--- src/sv/hed_pkg.sv ---
// ----------------------------------------------------------------------------
// hed_pkg: shared definitions of the HTML entity UTF-8 decoder
// Command and status bundles between controller and datapath, selector
// codes, the named entity table and the UTF-8 helper functions.
// ----------------------------------------------------------------------------
package hed_pkg;

	// Insert modes; any other value behaves as no insertion.
	localparam logic [1:0] MODE_ZWSP = 2'd1;
	localparam logic [1:0] MODE_WJ   = 2'd2;

	// Outcome of offering one byte to a pending reference.
	localparam logic [1:0] CLS_HOLD = 2'd0;
	localparam logic [1:0] CLS_DONE = 2'd1;
	localparam logic [1:0] CLS_FAIL = 2'd2;

	// Source of the byte being put (also the controller's job phase).
	localparam logic [1:0] JS_CP   = 2'd0;
	localparam logic [1:0] JS_AMP  = 2'd1;
	localparam logic [1:0] JS_HELD = 2'd2;
	localparam logic [1:0] JS_C    = 2'd3;

	// Source of an emitted byte.
	localparam logic [1:0] ES_TAIL = 2'd0;
	localparam logic [1:0] ES_INS  = 2'd1;
	localparam logic [1:0] ES_JOB  = 2'd2;

	localparam logic [20:0] CP_MAX     = 21'h10FFFF;
	localparam int          NAME_COUNT = 46;

	localparam logic [47:0] NAME_STR [NAME_COUNT] = '{
		"amp", "nbsp", "ensp", "emsp", "thinsp", "zwnj", "zwj", "lrm",
		"rlm", "ndash", "lsquo", "rsquo", "sbquo", "ldquo", "rdquo", "bdquo",
		"dagger", "Dagger", "bull", "hellip", "permil", "prime", "Prime", "lsaquo",
		"rsaquo", "oline", "frasl", "lt", "gt", "middot", "mldr", "cacute",
		"quot", "amacr", "caron", "emacr", "mdash", "copy", "times", "darr",
		"imacr", "iacute", "igrave", "agrave", "ge", "le"
	};

	localparam logic [2:0] NAME_LEN [NAME_COUNT] = '{
		3'd3, 3'd4, 3'd4, 3'd4, 3'd6, 3'd4, 3'd3, 3'd3,
		3'd3, 3'd5, 3'd5, 3'd5, 3'd5, 3'd5, 3'd5, 3'd5,
		3'd6, 3'd6, 3'd4, 3'd6, 3'd6, 3'd5, 3'd5, 3'd6,
		3'd6, 3'd5, 3'd5, 3'd2, 3'd2, 3'd6, 3'd4, 3'd6,
		3'd4, 3'd5, 3'd5, 3'd5, 3'd5, 3'd4, 3'd5, 3'd4,
		3'd5, 3'd6, 3'd6, 3'd6, 3'd2, 3'd2
	};

	localparam logic [20:0] NAME_CP [NAME_COUNT] = '{
		21'h26, 21'hA0, 21'h2002, 21'h2003, 21'h2009, 21'h200C, 21'h200D, 21'h200E,
		21'h200F, 21'h2013, 21'h2018, 21'h2019, 21'h201A, 21'h201C, 21'h201D, 21'h201E,
		21'h2020, 21'h2021, 21'h2022, 21'h2026, 21'h2030, 21'h2032, 21'h2033, 21'h2039,
		21'h203A, 21'h203E, 21'h2044, 21'h3C, 21'h3E, 21'hB7, 21'h2026, 21'h107,
		21'h22, 21'h101, 21'h2C7, 21'h113, 21'h2014, 21'hA9, 21'hD7, 21'h2193,
		21'h12B, 21'hED, 21'hEC, 21'hE0, 21'h2265, 21'h2264
	};

	typedef struct packed {
		logic       capture;
		logic       pre_clr;
		logic       cls_upd;
		logic       last_fail;
		logic [1:0] jsel;
		logic [2:0] idx;
		logic       fresh;
		logic       ins_end;
		logic       put_upd;
		logic       tail_clr;
		logic       tail_store;
		logic       emit;
		logic [1:0] esel;
		logic [1:0] sub;
		logic       flush;
		logic       finish;
	} hed_cmd_t;

	typedef struct packed {
		logic       wfill_nz;
		logic [1:0] cls;
		logic [2:0] ncp;
		logic [3:0] k;
		logic [2:0] tfill;
		logic       need_ins;
		logic       job_amp;
		logic       mode2;
		logic       append;
		logic       fin_store;
		logic       can_emit;
		logic       last;
	} hed_sts_t;

	// Character number of name i at position p, zero past its end.
	function automatic logic [7:0] name_chr(input int i, input int p);
		logic [47:0] s;
		int          l;
		s = NAME_STR[i];
		l = int'(NAME_LEN[i]);
		if (p >= l) return 8'h00;
		return s[(l - 1 - p) * 8 +: 8];
	endfunction

	// Byte count announced by a UTF-8 lead byte, zero for anything else.
	function automatic logic [2:0] lead_len(input logic [7:0] b);
		if (b[7] == 1'b0) return 3'd1;
		if (b[7:5] == 3'b110) return 3'd2;
		if (b[7:4] == 4'b1110) return 3'd3;
		if (b[7:3] == 5'b11110) return 3'd4;
		return 3'd0;
	endfunction

	function automatic logic is_cjk(input logic [20:0] c);
		return (c >= 21'h4E00 && c <= 21'h9FFF) || (c >= 21'h3400 && c <= 21'h4DBF) ||
			(c >= 21'h20000 && c <= 21'h2A6DF) || (c >= 21'h2E80 && c <= 21'h2EFF) ||
			(c >= 21'hF900 && c <= 21'hFAFF) || (c >= 21'h3040 && c <= 21'h30FF) ||
			(c >= 21'h31F0 && c <= 21'h31FF) || (c >= 21'h1100 && c <= 21'h11FF) ||
			(c >= 21'hAC00 && c <= 21'hD7A3);
	endfunction

endpackage

--- src/sv/hed_ctrl.sv ---
// ----------------------------------------------------------------------------
// hed_ctrl: sequencing controller of the HTML entity UTF-8 decoder
// Steps each accepted byte through classification, the put jobs it causes
// and the end-of-string flush, one output byte per cycle at most.
// ----------------------------------------------------------------------------
module hed_ctrl import hed_pkg::*; (
	input  logic     clk,
	input  logic     arst_n,
	input  logic     s_tvalid,
	output logic     s_tready,
	output hed_cmd_t cmd,
	input  hed_sts_t sts
);

	localparam logic [3:0] S_IDLE  = 4'd0;
	localparam logic [3:0] S_PRE   = 4'd1;
	localparam logic [3:0] S_CLS   = 4'd2;
	localparam logic [3:0] S_NEXT  = 4'd3;
	localparam logic [3:0] S_JINS  = 4'd4;
	localparam logic [3:0] S_JPUT  = 4'd5;
	localparam logic [3:0] S_JREL  = 4'd6;
	localparam logic [3:0] S_JFIN  = 4'd7;
	localparam logic [3:0] S_LAST  = 4'd8;
	localparam logic [3:0] S_FLUSH = 4'd9;
	localparam logic [3:0] S_END   = 4'd10;

	logic [3:0] state_q, state_d;
	logic [1:0] phase_q, phase_d;
	logic [3:0] idx_q, idx_d;
	logic [2:0] sub_q, sub_d;
	logic       ret_q, ret_d;
	logic       job_done;

	always_comb begin
		state_d  = state_q;
		phase_d  = phase_q;
		idx_d    = idx_q;
		sub_d    = sub_q;
		ret_d    = ret_q;
		job_done = 1'b0;
		s_tready = 1'b0;
		cmd       = '0;
		cmd.jsel  = phase_q;
		cmd.idx   = idx_q[2:0];
		cmd.fresh = (phase_q == JS_HELD) || (phase_q == JS_C);
		cmd.sub   = sub_q[1:0];
		case (state_q)
			S_IDLE: begin
				s_tready = 1'b1;
				if (s_tvalid) begin
					cmd.capture = 1'b1;
					state_d     = S_PRE;
				end
			end
			S_PRE: begin
				if (sts.mode2) begin
					state_d = S_CLS;
				end else begin
					cmd.pre_clr = 1'b1;
					if (sub_q < sts.tfill) begin
						if (sts.can_emit) begin
							cmd.emit = 1'b1;
							cmd.esel = ES_TAIL;
							sub_d    = sub_q + 3'd1;
						end
					end else begin
						cmd.tail_clr = 1'b1;
						sub_d        = '0;
						state_d      = S_CLS;
					end
				end
			end
			S_CLS: begin
				ret_d = 1'b0;
				if (!sts.wfill_nz) begin
					phase_d = JS_C;
					state_d = S_JINS;
				end else begin
					cmd.cls_upd = 1'b1;
					case (sts.cls)
						CLS_HOLD: state_d = S_LAST;
						CLS_DONE: begin
							phase_d = JS_CP;
							idx_d   = '0;
							state_d = S_NEXT;
						end
						default: begin
							phase_d = JS_AMP;
							state_d = S_NEXT;
						end
					endcase
				end
			end
			S_NEXT: begin
				case (phase_q)
					JS_CP: state_d = (idx_q < {1'b0, sts.ncp}) ? S_JINS : S_LAST;
					JS_HELD: begin
						if (idx_q < sts.k) begin
							state_d = S_JINS;
						end else if (ret_q) begin
							sub_d   = '0;
							state_d = S_FLUSH;
						end else begin
							phase_d = JS_C;
							state_d = S_JINS;
						end
					end
					default: state_d = S_JINS;
				endcase
			end
			S_JINS: begin
				if (sts.need_ins) begin
					if (sts.can_emit) begin
						cmd.emit = 1'b1;
						cmd.esel = ES_INS;
						if (sub_q == 3'd2) begin
							cmd.ins_end = 1'b1;
							sub_d       = '0;
							if (sts.job_amp) job_done = 1'b1;
							else state_d = S_JPUT;
						end else begin
							sub_d = sub_q + 3'd1;
						end
					end
				end else begin
					cmd.ins_end = cmd.fresh;
					if (cmd.fresh && sts.job_amp) job_done = 1'b1;
					else state_d = S_JPUT;
				end
			end
			S_JPUT: begin
				if (!sts.mode2) begin
					if (sts.can_emit) begin
						cmd.emit = 1'b1;
						cmd.esel = ES_JOB;
						job_done = 1'b1;
					end
				end else begin
					cmd.put_upd = 1'b1;
					if (sts.append) begin
						job_done = 1'b1;
					end else begin
						sub_d   = '0;
						state_d = S_JREL;
					end
				end
			end
			S_JREL: begin
				if (sub_q < sts.tfill) begin
					if (sts.can_emit) begin
						cmd.emit = 1'b1;
						cmd.esel = ES_TAIL;
						sub_d    = sub_q + 3'd1;
					end
				end else begin
					cmd.tail_clr = 1'b1;
					sub_d        = '0;
					state_d      = S_JFIN;
				end
			end
			S_JFIN: begin
				if (sts.fin_store) begin
					cmd.tail_store = 1'b1;
					job_done       = 1'b1;
				end else if (sts.can_emit) begin
					cmd.emit = 1'b1;
					cmd.esel = ES_JOB;
					job_done = 1'b1;
				end
			end
			S_LAST: begin
				if (!sts.last) begin
					state_d = S_END;
				end else if (sts.wfill_nz) begin
					cmd.last_fail = 1'b1;
					phase_d       = JS_AMP;
					ret_d         = 1'b1;
					state_d       = S_NEXT;
				end else begin
					sub_d   = '0;
					state_d = S_FLUSH;
				end
			end
			S_FLUSH: begin
				if (sub_q < sts.tfill) begin
					if (sts.can_emit) begin
						cmd.emit = 1'b1;
						cmd.esel = ES_TAIL;
						sub_d    = sub_q + 3'd1;
					end
				end else begin
					cmd.tail_clr = 1'b1;
					cmd.flush    = 1'b1;
					sub_d        = '0;
					state_d      = S_END;
				end
			end
			S_END: begin
				if (sts.can_emit) begin
					cmd.finish = 1'b1;
					state_d    = S_IDLE;
				end
			end
			default: state_d = S_IDLE;
		endcase

		// Move on to the next put job once the current one has finished.
		if (job_done) begin
			case (phase_q)
				JS_CP: begin
					idx_d   = idx_q + 4'd1;
					state_d = S_NEXT;
				end
				JS_AMP: begin
					phase_d = JS_HELD;
					idx_d   = '0;
					state_d = S_NEXT;
				end
				JS_HELD: begin
					idx_d   = idx_q + 4'd1;
					state_d = S_NEXT;
				end
				default: state_d = S_LAST;
			endcase
		end
	end

	always_ff @(posedge clk or negedge arst_n) begin
		if (!arst_n) begin
			state_q <= S_IDLE;
			phase_q <= JS_C;
			idx_q   <= '0;
			sub_q   <= '0;
			ret_q   <= 1'b0;
		end else begin
			state_q <= state_d;
			phase_q <= phase_d;
			idx_q   <= idx_d;
			sub_q   <= sub_d;
			ret_q   <= ret_d;
		end
	end

endmodule

--- src/sv/hed_datapath.sv ---
// ----------------------------------------------------------------------------
// hed_datapath: data storage and decode logic of the HTML entity decoder
// Holds the reference window, the withheld output character, the string
// flags and the output stage, and reports status to the controller.
// ----------------------------------------------------------------------------
module hed_datapath import hed_pkg::*; (
	input  logic       clk,
	input  logic       arst_n,
	input  logic [7:0] in_byte,
	input  logic       in_last,
	input  logic [1:0] mode,
	input  hed_cmd_t   cmd,
	output hed_sts_t   sts,
	input  logic       m_tready,
	output logic       m_tvalid,
	output logic [7:0] m_tdata,
	output logic       m_tlast
);

	logic [7:0]            c_q;
	logic                  last_q;
	logic [7:0]            win_q [8];
	logic [3:0]            wfill_q;
	logic [3:0]            k_q;
	logic [NAME_COUNT-1:0] mask_q;
	logic [23:0]           num_q;
	logic [20:0]           cp_q;
	logic [7:0]            tail_q [4];
	logic [2:0]            tfill_q;
	logic                  prev_q;
	logic                  started_q;
	logic [7:0]            pend_q;
	logic                  pend_v_q;
	logic [7:0]            out_q;
	logic                  out_v_q;
	logic                  out_last_q;

	logic [3:0]            n;
	logic [2:0]            ncp;
	logic [7:0]            job_b;
	logic [2:0]            lead_b;
	logic [2:0]            tail_lead;
	logic [20:0]           tail_cp;
	logic                  tail_cjk;
	logic                  is_num, hex;
	logic [3:0]            d;
	logic                  dig_ok;
	logic [3:0]            dval;
	logic [23:0]           num_next;
	logic [NAME_COUNT-1:0] nm_next, nm_end;
	logic [20:0]           name_cp;
	logic [1:0]            cls;
	logic [20:0]           cls_cp;
	logic [7:0]            ebyte;
	logic                  out_free;

	function automatic logic [7:0] cp_byte(input logic [20:0] cp, input logic [2:0] cnt,
		input logic [2:0] i);
		logic [7:0] r;
		r = 8'h00;
		case (cnt)
			3'd1: r = cp[7:0];
			3'd2: r = (i == 3'd0) ? {3'b110, cp[10:6]} : {2'b10, cp[5:0]};
			3'd3: begin
				case (i)
					3'd0: r = {4'b1110, cp[15:12]};
					3'd1: r = {2'b10, cp[11:6]};
					default: r = {2'b10, cp[5:0]};
				endcase
			end
			3'd4: begin
				case (i)
					3'd0: r = {5'b11110, cp[20:18]};
					3'd1: r = {2'b10, cp[17:12]};
					3'd2: r = {2'b10, cp[11:6]};
					default: r = {2'b10, cp[5:0]};
				endcase
			end
			default: r = 8'h00;
		endcase
		return r;
	endfunction

	assign n = wfill_q - 4'd1;

	always_comb begin
		if (cp_q == 21'd0) ncp = 3'd0;
		else if (cp_q < 21'h80) ncp = 3'd1;
		else if (cp_q < 21'h800) ncp = 3'd2;
		else if (cp_q < 21'h10000) ncp = 3'd3;
		else ncp = 3'd4;
	end

	always_comb begin
		case (cmd.jsel)
			JS_CP:   job_b = cp_byte(cp_q, ncp, cmd.idx);
			JS_AMP:  job_b = "&";
			JS_HELD: job_b = win_q[cmd.idx];
			default: job_b = c_q;
		endcase
	end

	assign lead_b    = lead_len(job_b);
	assign tail_lead = lead_len(tail_q[0]);

	// The withheld character counts as CJK only when it is complete.
	always_comb begin
		if (tail_lead == 3'd3) tail_cp = {5'd0, tail_q[0][3:0], tail_q[1][5:0], tail_q[2][5:0]};
		else tail_cp = {tail_q[0][2:0], tail_q[1][5:0], tail_q[2][5:0], tail_q[3][5:0]};
		tail_cjk = (tfill_q != 3'd0) && (tail_lead >= 3'd3) && (tail_lead == tfill_q) &&
			is_cjk(tail_cp);
	end

	// Numeric references: the value is accumulated as the digits arrive.
	always_comb begin
		is_num = (n != 4'd0) && (win_q[0] == "#");
		hex    = (n >= 4'd2) && (win_q[1] == "x");
		d      = n - (hex ? 4'd2 : 4'd1);
		dig_ok = 1'b0;
		dval   = 4'd0;
		if (c_q >= "0" && c_q <= "9") begin
			dig_ok = 1'b1;
			dval   = 4'(c_q - "0");
		end else if (hex && c_q >= "a" && c_q <= "f") begin
			dig_ok = 1'b1;
			dval   = 4'(c_q - "a" + 8'd10);
		end else if (hex && c_q >= "A" && c_q <= "F") begin
			dig_ok = 1'b1;
			dval   = 4'(c_q - "A" + 8'd10);
		end
		if (hex) num_next = {num_q[19:0], dval};
		else num_next = (num_q << 3) + (num_q << 1) + {20'd0, dval};
	end

	// Named references: one candidate bit per table entry narrows per byte.
	always_comb begin
		nm_next = '0;
		nm_end  = '0;
		name_cp = '0;
		for (int i = 0; i < NAME_COUNT; i++) begin
			for (int p = 0; p < 8; p++) begin
				if (n == 4'(p) && int'(NAME_LEN[i]) > p && name_chr(i, p) == c_q)
					nm_next[i] = mask_q[i];
			end
			nm_end[i] = mask_q[i] && ({1'b0, NAME_LEN[i]} == n);
			if (nm_end[i]) name_cp = name_cp | NAME_CP[i];
		end
	end

	always_comb begin
		cls    = CLS_FAIL;
		cls_cp = name_cp;
		if (n == 4'd0 && c_q == "#") begin
			cls = CLS_HOLD;
		end else if (is_num) begin
			cls_cp = num_q[20:0];
			if (n == 4'd1 && c_q == "x") cls = CLS_HOLD;
			else if (c_q == ";")
				cls = (d == 4'd0 || num_q > {3'd0, CP_MAX}) ? CLS_FAIL : CLS_DONE;
			else if (dig_ok && d < (hex ? 4'd6 : 4'd7)) cls = CLS_HOLD;
		end else if (c_q == ";") begin
			cls = (|nm_end) ? CLS_DONE : CLS_FAIL;
		end else begin
			cls = (|nm_next) ? CLS_HOLD : CLS_FAIL;
		end
	end

	always_comb begin
		case (cmd.esel)
			ES_TAIL: ebyte = tail_q[cmd.sub];
			ES_INS: begin
				case (cmd.sub)
					2'd0:    ebyte = 8'hE2;
					2'd1:    ebyte = (mode == MODE_ZWSP) ? 8'h80 : 8'h81;
					default: ebyte = (mode == MODE_ZWSP) ? 8'h8B : 8'hA0;
				endcase
			end
			default: ebyte = job_b;
		endcase
	end

	assign out_free = !out_v_q || m_tready;

	always_comb begin
		sts.wfill_nz  = (wfill_q != 4'd0);
		sts.cls       = cls;
		sts.ncp       = ncp;
		sts.k         = k_q;
		sts.tfill     = tfill_q;
		sts.need_ins  = cmd.fresh && started_q && (lead_b != 3'd0) &&
			((mode == MODE_ZWSP) || (mode == MODE_WJ && prev_q && tail_cjk));
		sts.job_amp   = (job_b == "&");
		sts.mode2     = (mode == MODE_WJ);
		sts.append    = (job_b[7:6] == 2'b10) && (tfill_q != 3'd0) && (tfill_q < tail_lead);
		sts.fin_store = (lead_b >= 3'd3);
		sts.can_emit  = !pend_v_q || out_free;
		sts.last      = last_q;
	end

	// Control state.
	always_ff @(posedge clk or negedge arst_n) begin
		if (!arst_n) begin
			wfill_q    <= '0;
			tfill_q    <= '0;
			prev_q     <= 1'b0;
			started_q  <= 1'b0;
			pend_v_q   <= 1'b0;
			out_v_q    <= 1'b0;
		end else begin
			if (cmd.cls_upd) begin
				if (cls == CLS_HOLD) wfill_q <= wfill_q + 4'd1;
				else wfill_q <= '0;
			end
			if (cmd.last_fail) wfill_q <= '0;
			if (cmd.pre_clr) prev_q <= 1'b0;
			if (cmd.ins_end) begin
				started_q <= 1'b1;
				if (sts.need_ins && mode == MODE_WJ) prev_q <= 1'b0;
				if (job_b == "&") wfill_q <= 4'd1;
			end
			if (cmd.put_upd) begin
				if (lead_b != 3'd0) prev_q <= tail_cjk;
				else if (sts.append) tfill_q <= tfill_q + 3'd1;
				else if (job_b[7:6] != 2'b10) prev_q <= 1'b0;
			end
			if (cmd.tail_clr) tfill_q <= '0;
			if (cmd.tail_store) tfill_q <= 3'd1;
			if (cmd.flush) begin
				prev_q    <= 1'b0;
				started_q <= 1'b0;
				wfill_q   <= '0;
			end
			if (cmd.emit) begin
				pend_v_q <= 1'b1;
				if (pend_v_q) out_v_q <= 1'b1;
				else if (out_v_q && m_tready) out_v_q <= 1'b0;
			end else if (cmd.finish && pend_v_q) begin
				pend_v_q <= 1'b0;
				out_v_q  <= 1'b1;
			end else if (out_v_q && m_tready) begin
				out_v_q <= 1'b0;
			end
		end
	end

	// Payload.
	always_ff @(posedge clk) begin
		if (cmd.capture) begin
			c_q    <= in_byte;
			last_q <= in_last;
		end
		if (cmd.cls_upd) begin
			if (cls == CLS_HOLD) begin
				win_q[n[2:0]] <= c_q;
				mask_q        <= nm_next;
				if (is_num && dig_ok) num_q <= num_next;
			end else if (cls == CLS_DONE) begin
				cp_q <= cls_cp;
			end else begin
				k_q <= n;
			end
		end
		if (cmd.last_fail) k_q <= n;
		if (cmd.ins_end && job_b == "&") begin
			mask_q <= '1;
			num_q  <= '0;
		end
		if (cmd.put_upd && lead_b == 3'd0 && sts.append) tail_q[tfill_q[1:0]] <= job_b;
		if (cmd.tail_store) tail_q[0] <= job_b;
		if (cmd.emit) begin
			pend_q <= ebyte;
			if (pend_v_q) begin
				out_q      <= pend_q;
				out_last_q <= 1'b0;
			end
		end else if (cmd.finish && pend_v_q) begin
			out_q      <= pend_q;
			out_last_q <= 1'b1;
		end
	end

	assign m_tvalid = out_v_q;
	assign m_tdata  = out_q;
	assign m_tlast  = out_last_q;

endmodule

--- src/sv/html_entity_utf8_decoder.sv ---
// ----------------------------------------------------------------------------
// html_entity_utf8_decoder: streaming HTML character reference decoder
// Decodes numeric and named references in UTF-8 text and can insert
// separators between characters.
// ----------------------------------------------------------------------------
// Usage. Text enters on the s_ channel one byte per transfer; s_tlast marks
// the final byte of a string and flushes any held reference and any
// withheld character. Decoded bytes leave on the m_ channel; m_tlast marks
// the last output byte caused by one input byte, and a byte that causes no
// output gives no transfer at all. insert_mode sits at byte address 0 of
// the APB port and must be written only while the block is idle; the block
// itself does not enforce this. Throughput: one input byte is worked on at
// a time. The controller steps the datapath through at most one output byte
// per cycle while the receiver keeps up.
// Output: every output byte waits in a holding stage until the next one is
// produced or the item ends, so that its last marker is known.
// Reset clears every flag, the pending reference and the output stage; the
// block then accepts at once. A stalled receiver stops the sequencer once
// both the holding stage and the output stage are full; s_tready stays low
// until the item is finished.
// ----------------------------------------------------------------------------
module html_entity_utf8_decoder import hed_pkg::*; (
	input  logic        clk,
	input  logic        arst_n,
	input  logic        s_tvalid,
	output logic        s_tready,
	input  logic [7:0]  s_tdata,     // [7:0] in_byte
	input  logic        s_tlast,
	output logic        m_tvalid,
	input  logic        m_tready,
	output logic [7:0]  m_tdata,     // [7:0] out_byte
	output logic        m_tlast,
	input  logic        psel,
	input  logic        penable,
	input  logic        pwrite,
	input  logic [2:0]  paddr,
	input  logic [31:0] pwdata,
	output logic [31:0] prdata,
	output logic        pready
);

	// Register index of insert_mode, taken from paddr[2].
	localparam logic REG_INSERT_MODE = 1'b0;

	logic [1:0] mode_q;
	hed_cmd_t   cmd;
	hed_sts_t   sts;

	// The register is written in the access phase of an APB write.
	always_ff @(posedge clk or negedge arst_n) begin
		if (!arst_n) begin
			mode_q <= 2'd0;
		end else if (psel && penable && pwrite && paddr[2] == REG_INSERT_MODE) begin
			mode_q <= pwdata[1:0];
		end
	end

	assign pready = 1'b1;
	assign prdata = (paddr[2] == REG_INSERT_MODE) ? {30'd0, mode_q} : 32'd0;

	// The controller walks each item through its jobs.
	hed_ctrl u_ctrl (
		.clk      (clk),
		.arst_n   (arst_n),
		.s_tvalid (s_tvalid),
		.s_tready (s_tready),
		.cmd      (cmd),
		.sts      (sts)
	);

	// The datapath holds the text state and the output stage.
	hed_datapath u_dp (
		.clk      (clk),
		.arst_n   (arst_n),
		.in_byte  (s_tdata),
		.in_last  (s_tlast),
		.mode     (mode_q),
		.cmd      (cmd),
		.sts      (sts),
		.m_tready (m_tready),
		.m_tvalid (m_tvalid),
		.m_tdata  (m_tdata),
		.m_tlast  (m_tlast)
	);

endmodule

--- config.mk ---
export PLATFORM = sky130hd
export DESIGN_NAME = html_entity_utf8_decoder
export DESIGN_NICKNAME = d
export VERILOG_FILES = /design/src/sv/hed_pkg.sv /design/src/sv/hed_ctrl.sv /design/src/sv/hed_datapath.sv /design/src/sv/html_entity_utf8_decoder.sv
export SDC_FILE = /design/constraint.sdc
export NUM_CORES = 1
export LEC_CHECK = 0
export BUFFER_PORTS_ARGS = -buffer_cell sky130_fd_sc_hd__buf_4
export CAP_MARGIN = 40
export CORE_MARGIN = 2
export CORE_UTILIZATION = 27
export DETAILED_ROUTE_END_ITERATION = 10
export GPL_TIMING_DRIVEN = 0
export PLACE_DENSITY = 0.48
export SYNTH_ARGS = -nofsm -noshare
export SYNTH_HDL_FRONTEND = slang
export SYNTH_HIERARCHICAL = 1
export SYNTH_SLANG_ARGS = --single-unit
export TNS_END_PERCENT = 10
--- constraint.sdc ---
create_clock -name clk -period 14 [get_ports clk]
set_clock_uncertainty 0.1 [all_clocks]
set_input_delay 3.5 -clock clk [delete_from_list [all_inputs] [get_ports clk]]
set_output_delay 3.5 -clock clk [all_outputs]
set_load 0.01 [all_outputs]
* Yosys cells after proc, flatten, opt, wreduce, memory -nomap -nowiden *
Memory sizes are Yosys's and may differ from the RTL's.
Index checks and enable logic that the tools add are counted.

operators by class
  add/subtract/negate cells = 13
  order comparisons = 36
  eq/ne operators = 108
  mux-type cells = 711
  bitwise logic cells = 1
  reduce and logical (&&, ||, !) cells = 221

operators by type and width
  cell                                                                 number
  2-to-1 mux 14 bit                                                    30
  2-to-1 mux 3 bit                                                     130
  2-to-1 mux 1 bit                                                     357
  2-to-1 mux 4 bit                                                     86
  == test 7 x 8 -> 1 bit, first input constant                         26
  2-to-1 mux 21 bit                                                    9
  logical AND 1 bit                                                    171
  2-to-1 mux 8 bit                                                     19
  2-to-1 mux 24 bit                                                    6
  2-to-1 mux 46 bit                                                    2
  OR reduction 46 bit                                                  2
  2-to-1 mux 2 bit                                                     45
  greater-or-equal comparator 21 x 14 -> 1 bit, second input constant  4
  <= comparator 21 x 14 -> 1 bit, second input constant                3
  <= comparator 21 x 16 -> 1 bit, second input constant                3
  one-hot mux 4 bit (11 select lines)                                  1
  greater-or-equal comparator 21 x 16 -> 1 bit, second input constant  2
  2-to-1 mux 9 bit                                                     4
  == test 8 x 6 -> 1 bit, second input constant                        4
  one-hot mux 8 bit (2 select lines)                                   2
  one-hot mux 8 bit (4 select lines)                                   1
  2-to-1 mux 6 bit                                                     5
  adder 24 bit                                                         1
  adder 24 x 4 -> 24 bit                                               1
  other kinds (75)                                                     176

storage, ports and cells
  flip-flop bits (word level) = 148
  bits in writable memories = 96
  input port bits = 51
  output and inout bits = 44
  word-level logic and storage cells = 1113
  memories = 2

memory list
  name         words  bits a word  rd ports  clocked after memory_dff  wr ports  line                text
  u_dp.win_q   8      8            3         0                         1         hed_datapath.sv:22  logic [7:0] win_q [8];
  u_dp.tail_q  4      8            5         0                         1         hed_datapath.sv:28  logic [7:0] tail_q [4];

* Depth between registers and ports, before layout *
Gate-level depths: netlist of the first run.

  depth after elaboration = 61
  depth in mapped cells = 23
  depth with buffers taken out = 22

* By module *
The synthesis of the first run kept the hierarchy.

by module, submodules not included
  module                    instances  cells an instance  area an instance (µm²)  sequential area each (µm²)
  hed_datapath              1          1566               14856.7                 6090.8
  hed_ctrl                  1          205                1622.8                  352.8
  html_entity_utf8_decoder  1          40                 361.6                   50.0

* Least setup slack after synthesis of the first run *
No wires, ideal clock.

  path kind = input to output
  from = in paddr[2]
  to = out prdata[0]
  arrival = 3.712 ns
  required time = 10.400 ns
  setup slack = 6.688 ns
  stages on the path = 1
  buffers on the path = 0
  cell sequence = and2b_2

on the way
  word-level cells in the longest chain between the ends = 1

ends and longest elaborated chain
  item              line                            text
  start, declared   html_entity_utf8_decoder.sv:36  input logic [2:0] paddr,
  2-to-1 mux 2 bit  html_entity_utf8_decoder.sv:59  assign prdata = (paddr[2] == REG_INSERT_MODE) ? {30'd0, mode_q} : 32'd0;
  end, declared     html_entity_utf8_decoder.sv:38  output logic [31:0] prdata,

Every way passes these cells.

* Worst setup path after layout of the first run *
  from = in paddr[2]
  to = out prdata[1]

The elaborated chain is that of the path after synthesis.

==> results.py, run 1 <==
metrics = {
    "die": {
        "start_util_pct": 27.29,
        "dieHeight_um": 253.8,
        "rows": 91,
        "dieArea_mm2": 0.06439,
        "die_w_um": 253.8,
        "io_pins": 95,
        "core_area_mm2": 0.06171,
    },
    "timing": {
        "setup_viol": 0,
        "relSlewSlack_pct": 37.48,
        "layout_worst_path_cycle_share_pct": 53.73,
        "grt_setup_unrepaired": "no",
        "worst_pin_slew_ps": 935.4,
        "fmax_mhz": 133.0,
        "slew_violations": 0,
        "hold_ws_ps": 320.0,
        "finalSetupTns_ps": 0,
        "period_needed_ps": 7522,
        "hold_viol": 0,
    },
    "clock_tree": {
        "clkTransAtPathRegs_ps": 60,
        "root_buffer": "clkbuf_16",
        "cts_max_level": 1,
        "cts_tree": "yes",
        "clock_sinks": 244,
        "hold_buffers": 0,
        "clkLatencyLatePin_ps": 590,
        "clockBufferDepth": 3,
        "postCtsSetupRepairBufs": 0,
        "cts_buffers": 29,
        "cts_resized": 0,
    },
    "final_layout": {
        "areaGrowthSynthToFinish_pct": 14.59,
        "antenna_cells": 0,
        "layout_common_cells": "206 x nor2_1, 147 x edfxtp_1, 125 x nand2_1",
        "drive_above_1_share_pct": 13.31,
        "fin_area_mm2": 0.01930,
        "final_common_cell": "nor2_1",
        "nFillCells": 6570,
        "nNetsFinal": 2043,
        "fin_cells": 2776,
    },
    "detailed_routing": {
        "met1_length_um": 27470,
        "initialDrtViolationCount": 1422,
        "vias_per_cell": 5.559,
        "top_layer": "met4",
        "wl_met3_um": 4074,
        "wl_met2_um": 29160,
        "vias": 15430,
        "routedWlPerCell_um": 22.79,
        "post-route-drc-count": 0,
        "routed_wl_um": 63270,
        "drt.antenna.violating_nets": 0,
        "drt_first_pass_iters": 6,
    },
    "placed_design": {
        "portBuffers": 31,
        "globalplace.congestion": 0.9735,
        "place_area_mm2": 0.01833,
        "place_inst": 2722,
        "dpl.hpwl_um": 48460,
    },
    "power": {
        "vdd_drop_max_uv": 127.7,
        "pwr_density_cell_mw_per_mm2": 189.2,
        "leakagePower_nw": 7.205,
        "power_mw": 3.651,
    },
    "worst_setup_path": {
        "critical_path.max_fanout": 3,
        "arrival_ps": 3920,
        "cp_slowest_cell": "and2b_2",
        "crit_type": "input pin to output pin",
        "crit_required_ps": 10400,
        "crit_top_cell": "buf_4",
        "critPathMaxStageDelay_ps": 200,
        "crit_chain": "buf_4 > and2b_2 > buf_4",
        "endpoint_kind": "output pin",
        "critPathLaunchType": "input pin",
    },
    "run_status": {
        "outcome": "completed",
    },
    "logic_synthesis": {
        "synth-seq-cells": 244,
        "synthArstFlopShare_pct": 11.07,
        "ys_warn_count": 6,
        "synth-edff-count": 147,
        "synth_area_mm2": 0.01684,
        "avgSynthCellArea_um2": 9.299,
        "dominantRegCellSynth": "edfxtp_1",
        "synthDistinctLibCells": 113,
        "ys_seq_area_share_pct": 38.56,
        "synth_cells": 1811,
    },
    "grt": {
        "grt_pass1_vias": 15170,
        "grt_use_total_pct": 19.48,
        "grt_overflow": 0,
        "antenna_found_initial": 2,
        "grt_max_degree": 28,
        "grt_pass1_wl_um": 96200,
    },
    "job": {
        "cap_violations": 0,
    },
    "min_path": {
        "hp-class": "register to register",
    },
}
[path summary, 6_finish.rpt]
| path | cells past startpoint | to | startpoint | slack (ps) |
|---|---|---|---|---|
| worst max register to register | 18 | u_dp/win_q[6][2] | u_dp/wfill_q[0] | 7680 |
| worst max-delay path | 3 | prdata[1] | paddr[2] | 6480 |
| max in group asynchronous | 1 | u_ctrl/phase_q[1] | arst_n | 10720 |
| worst min register to register | 0 | u_dp/m_tdata[0] | u_dp/pend_q[0] | 320 |
| worst min-delay path | 0 | u_dp/m_tdata[0] | u_dp/pend_q[0] | 320 |
| min in group asynchronous | 1 | u_ctrl/sub_q[2] | arst_n | 2740 |
[registers in the layout (all words and copies together) (netlist names)]
signal and flops:
u_dp/m_tlast 1, u_dp/m_tdata 8, mode_q 2, u_dp/tail_q 32, u_dp/pend_q 8, u_dp/wfill_q 4, u_dp/m_tvalid 1, u_dp/win_q 64
u_dp/cp_q 21, u_ctrl/ret_q 1, u_dp/started_q 1, u_ctrl/state_q 4, u_dp/prev_q 1, u_dp/mask_q 46, u_dp/num_q 24, u_dp/tfill_q 3
u_dp/c_q 8, u_dp/k_q 4, u_ctrl/sub_q 3, u_dp/last_q 1, u_dp/pend_v_q 1, u_ctrl/phase_q 2, u_ctrl/idx_q 4
[layout make-up]
class / count / area (um^2) / area share, %
inverters: 68 / 255.2 / 1.323
flip-flops and latches: 244 / 6494 / 33.65
well taps: 837 / 1047 / 5.427
clock buffers: 39 / 817.0 / 4.234
multi-input cells: 1383 / 9399 / 48.70
clock inverters: 15 / 153.9 / 0.7975
repair buffers: 45 / 322.8 / 1.673
plain buffers: 145 / 809.5 / 4.195
[layer usage]
metal	global-route usage, %	vias up
met3	3.011	150
met4	7.613	0
met5	0	-
li1	-	7065
met2	32.01	665
met1	25.66	7551
[cells in the mapped netlist, types with 28 or more instances]
cell      instances  area, um^2
buf_2            28       140.1
nor2_1          206       773.2
nand3_1          48       240.2
dfxtp_1          70        1401
buf_4            45       337.8
edfxtp_1        147        4414
a31oi_1          40       250.2
a21oi_1          99       495.5
nand2_1         125       469.2
ha_1             73       913.4
nor3_1           69       345.3
mux2i_1          36       360.4
nand4_1          29       181.4
clkbuf_1         51       191.4
o21ai_0          84       420.4
a211oi_1         31       232.7
inv_1            66       247.7
[cell families after synthesis]
logic type / Yosys count / synth area share [%]
compound gates: 497 / 20.92
xor+xnor: 25 / 1.412
fa+ha+maj: 76 / 5.780
buf+inv: 213 / 6.322
flops: 244 / 38.56
mux: 75 / 6.330
other cells: 2 / 0.04459
simple gates: 679 / 20.63
[power by group]
group	switching (mW)	leakage [nW]	total [mW]	internal (mW)
Combinational	1.05	4.47	1.74	0.692
Clock	0.324	0.482	0.773	0.449
Sequential	0.199	2.26	1.13	0.934
[critical path: cells and delay by family]
kind	cells	cell delay, ps
buffers and inverters	2	230
and+or+nand+nor	1	200
[through the flow]
step	util, %	setup WS [ps]
CTS	31.27	6479
finish	31.27	6478
detailed placement	29.70	6479
global placement	29.54	6478
floorplan	-	6688
global route	31.27	6455
(Power assumes the default switching activity.)
==> run 2: changes to the inputs <==
--- a/config.mk
+++ b/config.mk
@@ -11,7 +11,7 @@
 export CORE_UTILIZATION = 27
 export DETAILED_ROUTE_END_ITERATION = 10
 export GPL_TIMING_DRIVEN = 0
-export PLACE_DENSITY = 0.48
+export PLACE_DENSITY = 0.49
 export SYNTH_ARGS = -nofsm -noshare
 export SYNTH_HDL_FRONTEND = slang
 export SYNTH_HIERARCHICAL = 1
==> constraint.sdc (replaced) <==
create_clock -name clk -period 6.19 [get_ports clk]
set_clock_uncertainty 0.1 [all_clocks]
set_input_delay 1.5475 -clock clk [delete_from_list [all_inputs] [get_ports clk]]
set_output_delay 1.5475 -clock clk [all_outputs]
set_load 0.01 [all_outputs]
==> run 2 against run 1 <==
Final cell count decreased by 0.14%. Sequential power increased by 130%. Final area shrank 0.44%. Clock power up 110%. Register-to-register slack lost 7300 ps. Flip-flop and latch count unchanged. Largest power group unchanged. Largest cell class unchanged.
==> results.py, run 2 (synthesis gave the netlist of run 1 again) <==
metrics = {
    "die": {
        "dieArea_mm2": 0.06439,
        "start_util_pct": 27.29,
        "io_pins": 95,
        "rows": 91,
        "dieHeight_um": 253.8,
        "core_area_mm2": 0.06171,
        "die_w_um": 253.8,
    },
    "final_layout": {
        "areaGrowthSynthToFinish_pct": 14.09,
        "nNetsFinal": 2040,
        "final_common_cell": "nor2_1",
        "largest_reg_flops": 64,
        "drive_above_1_share_pct": 13.08,
        "layout_common_cells": "206 x nor2_1, 147 x edfxtp_1, 125 x nand2_1",
        "fin_cells": 2772,
        "fin_util_pct": 31.13,
    },
    "placed_design": {
        "dpl.hpwl_um": 47510,
        "place_inst": 2721,
        "portBuffers": 31,
        "globalplace.congestion": 0.9792,
    },
    "clock_tree": {
        "cts_tree": "yes",
        "clkTransAtPathRegs_ps": 60,
        "cts_max_level": 1,
        "clkLatencyLatePin_ps": 580,
        "postCtsSetupRepairBufs": 0,
        "cts_resized": 2,
        "cts_buffers": 27,
        "root_buffer": "clkbuf_16",
        "clockBufferDepth": 3,
        "clock_sinks": 244,
        "hold_buffers": 0,
    },
    "detailed_routing": {
        "drt_first_pass_iters": 6,
        "post-route-drc-count": 0,
        "vias": 15470,
        "vias_per_cell": 5.579,
        "routedWlPerCell_um": 22.39,
        "drt.antenna.violating_nets": 0,
        "initialDrtViolationCount": 1577,
        "routed_wl_um": 62070,
    },
    "grt": {
        "grt_pass1_vias": 15240,
        "grt_use_total_pct": 18.96,
        "grt_max_degree": 28,
        "grt_pass1_wl_um": 93810,
        "grt_overflow": 0,
        "antenna_found_initial": 0,
    },
    "power": {
        "pwr-share-seq_pct": 31.5,
        "switchingPower_mw": 3.546,
        "pwr_density_cell_mw_per_mm2": 424.7,
        "clockPowerShare_pct": 19.9,
        "vdd_drop_max_uv": 222.6,
        "leakagePower_nw": 7.146,
        "intPower_mw": 4.613,
        "combPwrFrac_pct": 48.6,
        "swShare_pct": 43.46,
    },
    "min_path": {
        "hp-class": "register to register",
    },
    "worst_setup_path": {
        "critical_path.max_fanout": 10,
        "crit_required_ps": 6550,
        "arrival_ps": 6170,
        "crit_type": "register to register",
        "endpoint_kind": "register",
        "critPathLaunchType": "register",
    },
    "timing": {
        "hold_viol": 0,
        "period_needed_ps": 5810,
        "slew_violations": 0,
        "grt_setup_unrepaired": "yes",
        "relSlewSlack_pct": 36.78,
        "layout_worst_path_cycle_share_pct": 93.86,
        "fmax_mhz": 172.1,
        "worst_pin_slew_ps": 939.6,
        "setup_viol": 0,
    },
    "run_status": {
        "outcome": "completed",
    },
    "job": {
        "cap_violations": 0,
    },
}
-- run 2: cell types whose count changed in the layout (fill, tap and decap cells not counted), moves of 2 or more --
cell and change:
buf_1 +2, buf_4 +2, clkinv_1 +5, clkbuf_16 -2, and4_2 +5, clkbuf_8 -5, and4_1 -5, buf_2 -3
-- run 2: worst paths after layout --
kind | from | end | slack, ps | depth (start not counted)
max in group asynchronous | arst_n | u_ctrl/phase_q[0] | 4850 | 1
min in group asynchronous | arst_n | mode_q[1] | 790 | 1
min | u_dp/pend_q[7] | u_dp/m_tdata[7] | 330 | 0
max | u_dp/wfill_q[0] | u_dp/num_q[21] | 380 | 21
max reg2reg | u_dp/wfill_q[0] | u_dp/num_q[21] | 380 | 21
min reg2reg | u_dp/pend_q[7] | u_dp/m_tdata[7] | 330 | 0
-- run 2: final cells by class --
cell class	instances	area, um^2
antenna	1	2.502
buffer	145	812.0
clock buffer	33	698.2
clock inverter	17	175.2
fill	6528	42500
inverter	68	255.2
multi-input combinational	1383	9417
sequential	244	6494
tap	837	1047
timing repair buffer	44	312.8
-- run 2: power by group through the flow --
stage,combinational (mW),sequential (mW),clock (mW)
global placement,3.87,2.58,0
finish,3.97,2.57,1.62
global route,4.42,2.59,1.73
floorplan,2.93,2.37,0
detailed placement,3.91,2.58,0
CTS,3.93,2.55,1.67
-- run 2: per-stage QoR --
stage               worst slack [ps]  total power, mW  area, um^2  TNS [ps]  hold slack [ps]
floorplan                       1227            5.297       16950         0            300.3
global placement              -944.5            6.443       18230    -66950            311.6
detailed placement            -185.8            6.489       18310     -4508            310.5
CTS                            95.75            8.144       19190         0            325.1
global route                  -35.50            8.736       19210    -35.50            335.4
finish                         379.9            8.159       19210         0            325.7
-- run 2: critical path, cell delays in order (launching register included) --
cell and delay, ps:
dfrtp_1 490, buf_6 200, inv_1 170, ha_1 250, buf_4 180, xnor2_4 270, a41oi_2 200, buf_2 260
a22oi_1 480, fa_1 510, inv_1 110, ha_1 250, a211oi_1 340, o21ai_0 210, a211oi_1 420, o21ai_0 290
nand3_1 190, nand3b_1 90, a21oi_1 240, xnor2_1 180, o211ai_1 110, o211a_1 160
-- run 2: layer usage --
metal / up-vias / global-route usage [%] / routed length (um)
li1: 7052 / - / -
met1: 7556 / 25.79 / 26970
met2: 690 / 29.70 / 27260
met3: 168 / 2.929 / 4717
met4: 0 / 8.437 / 3115
met5: - / 0 / 0
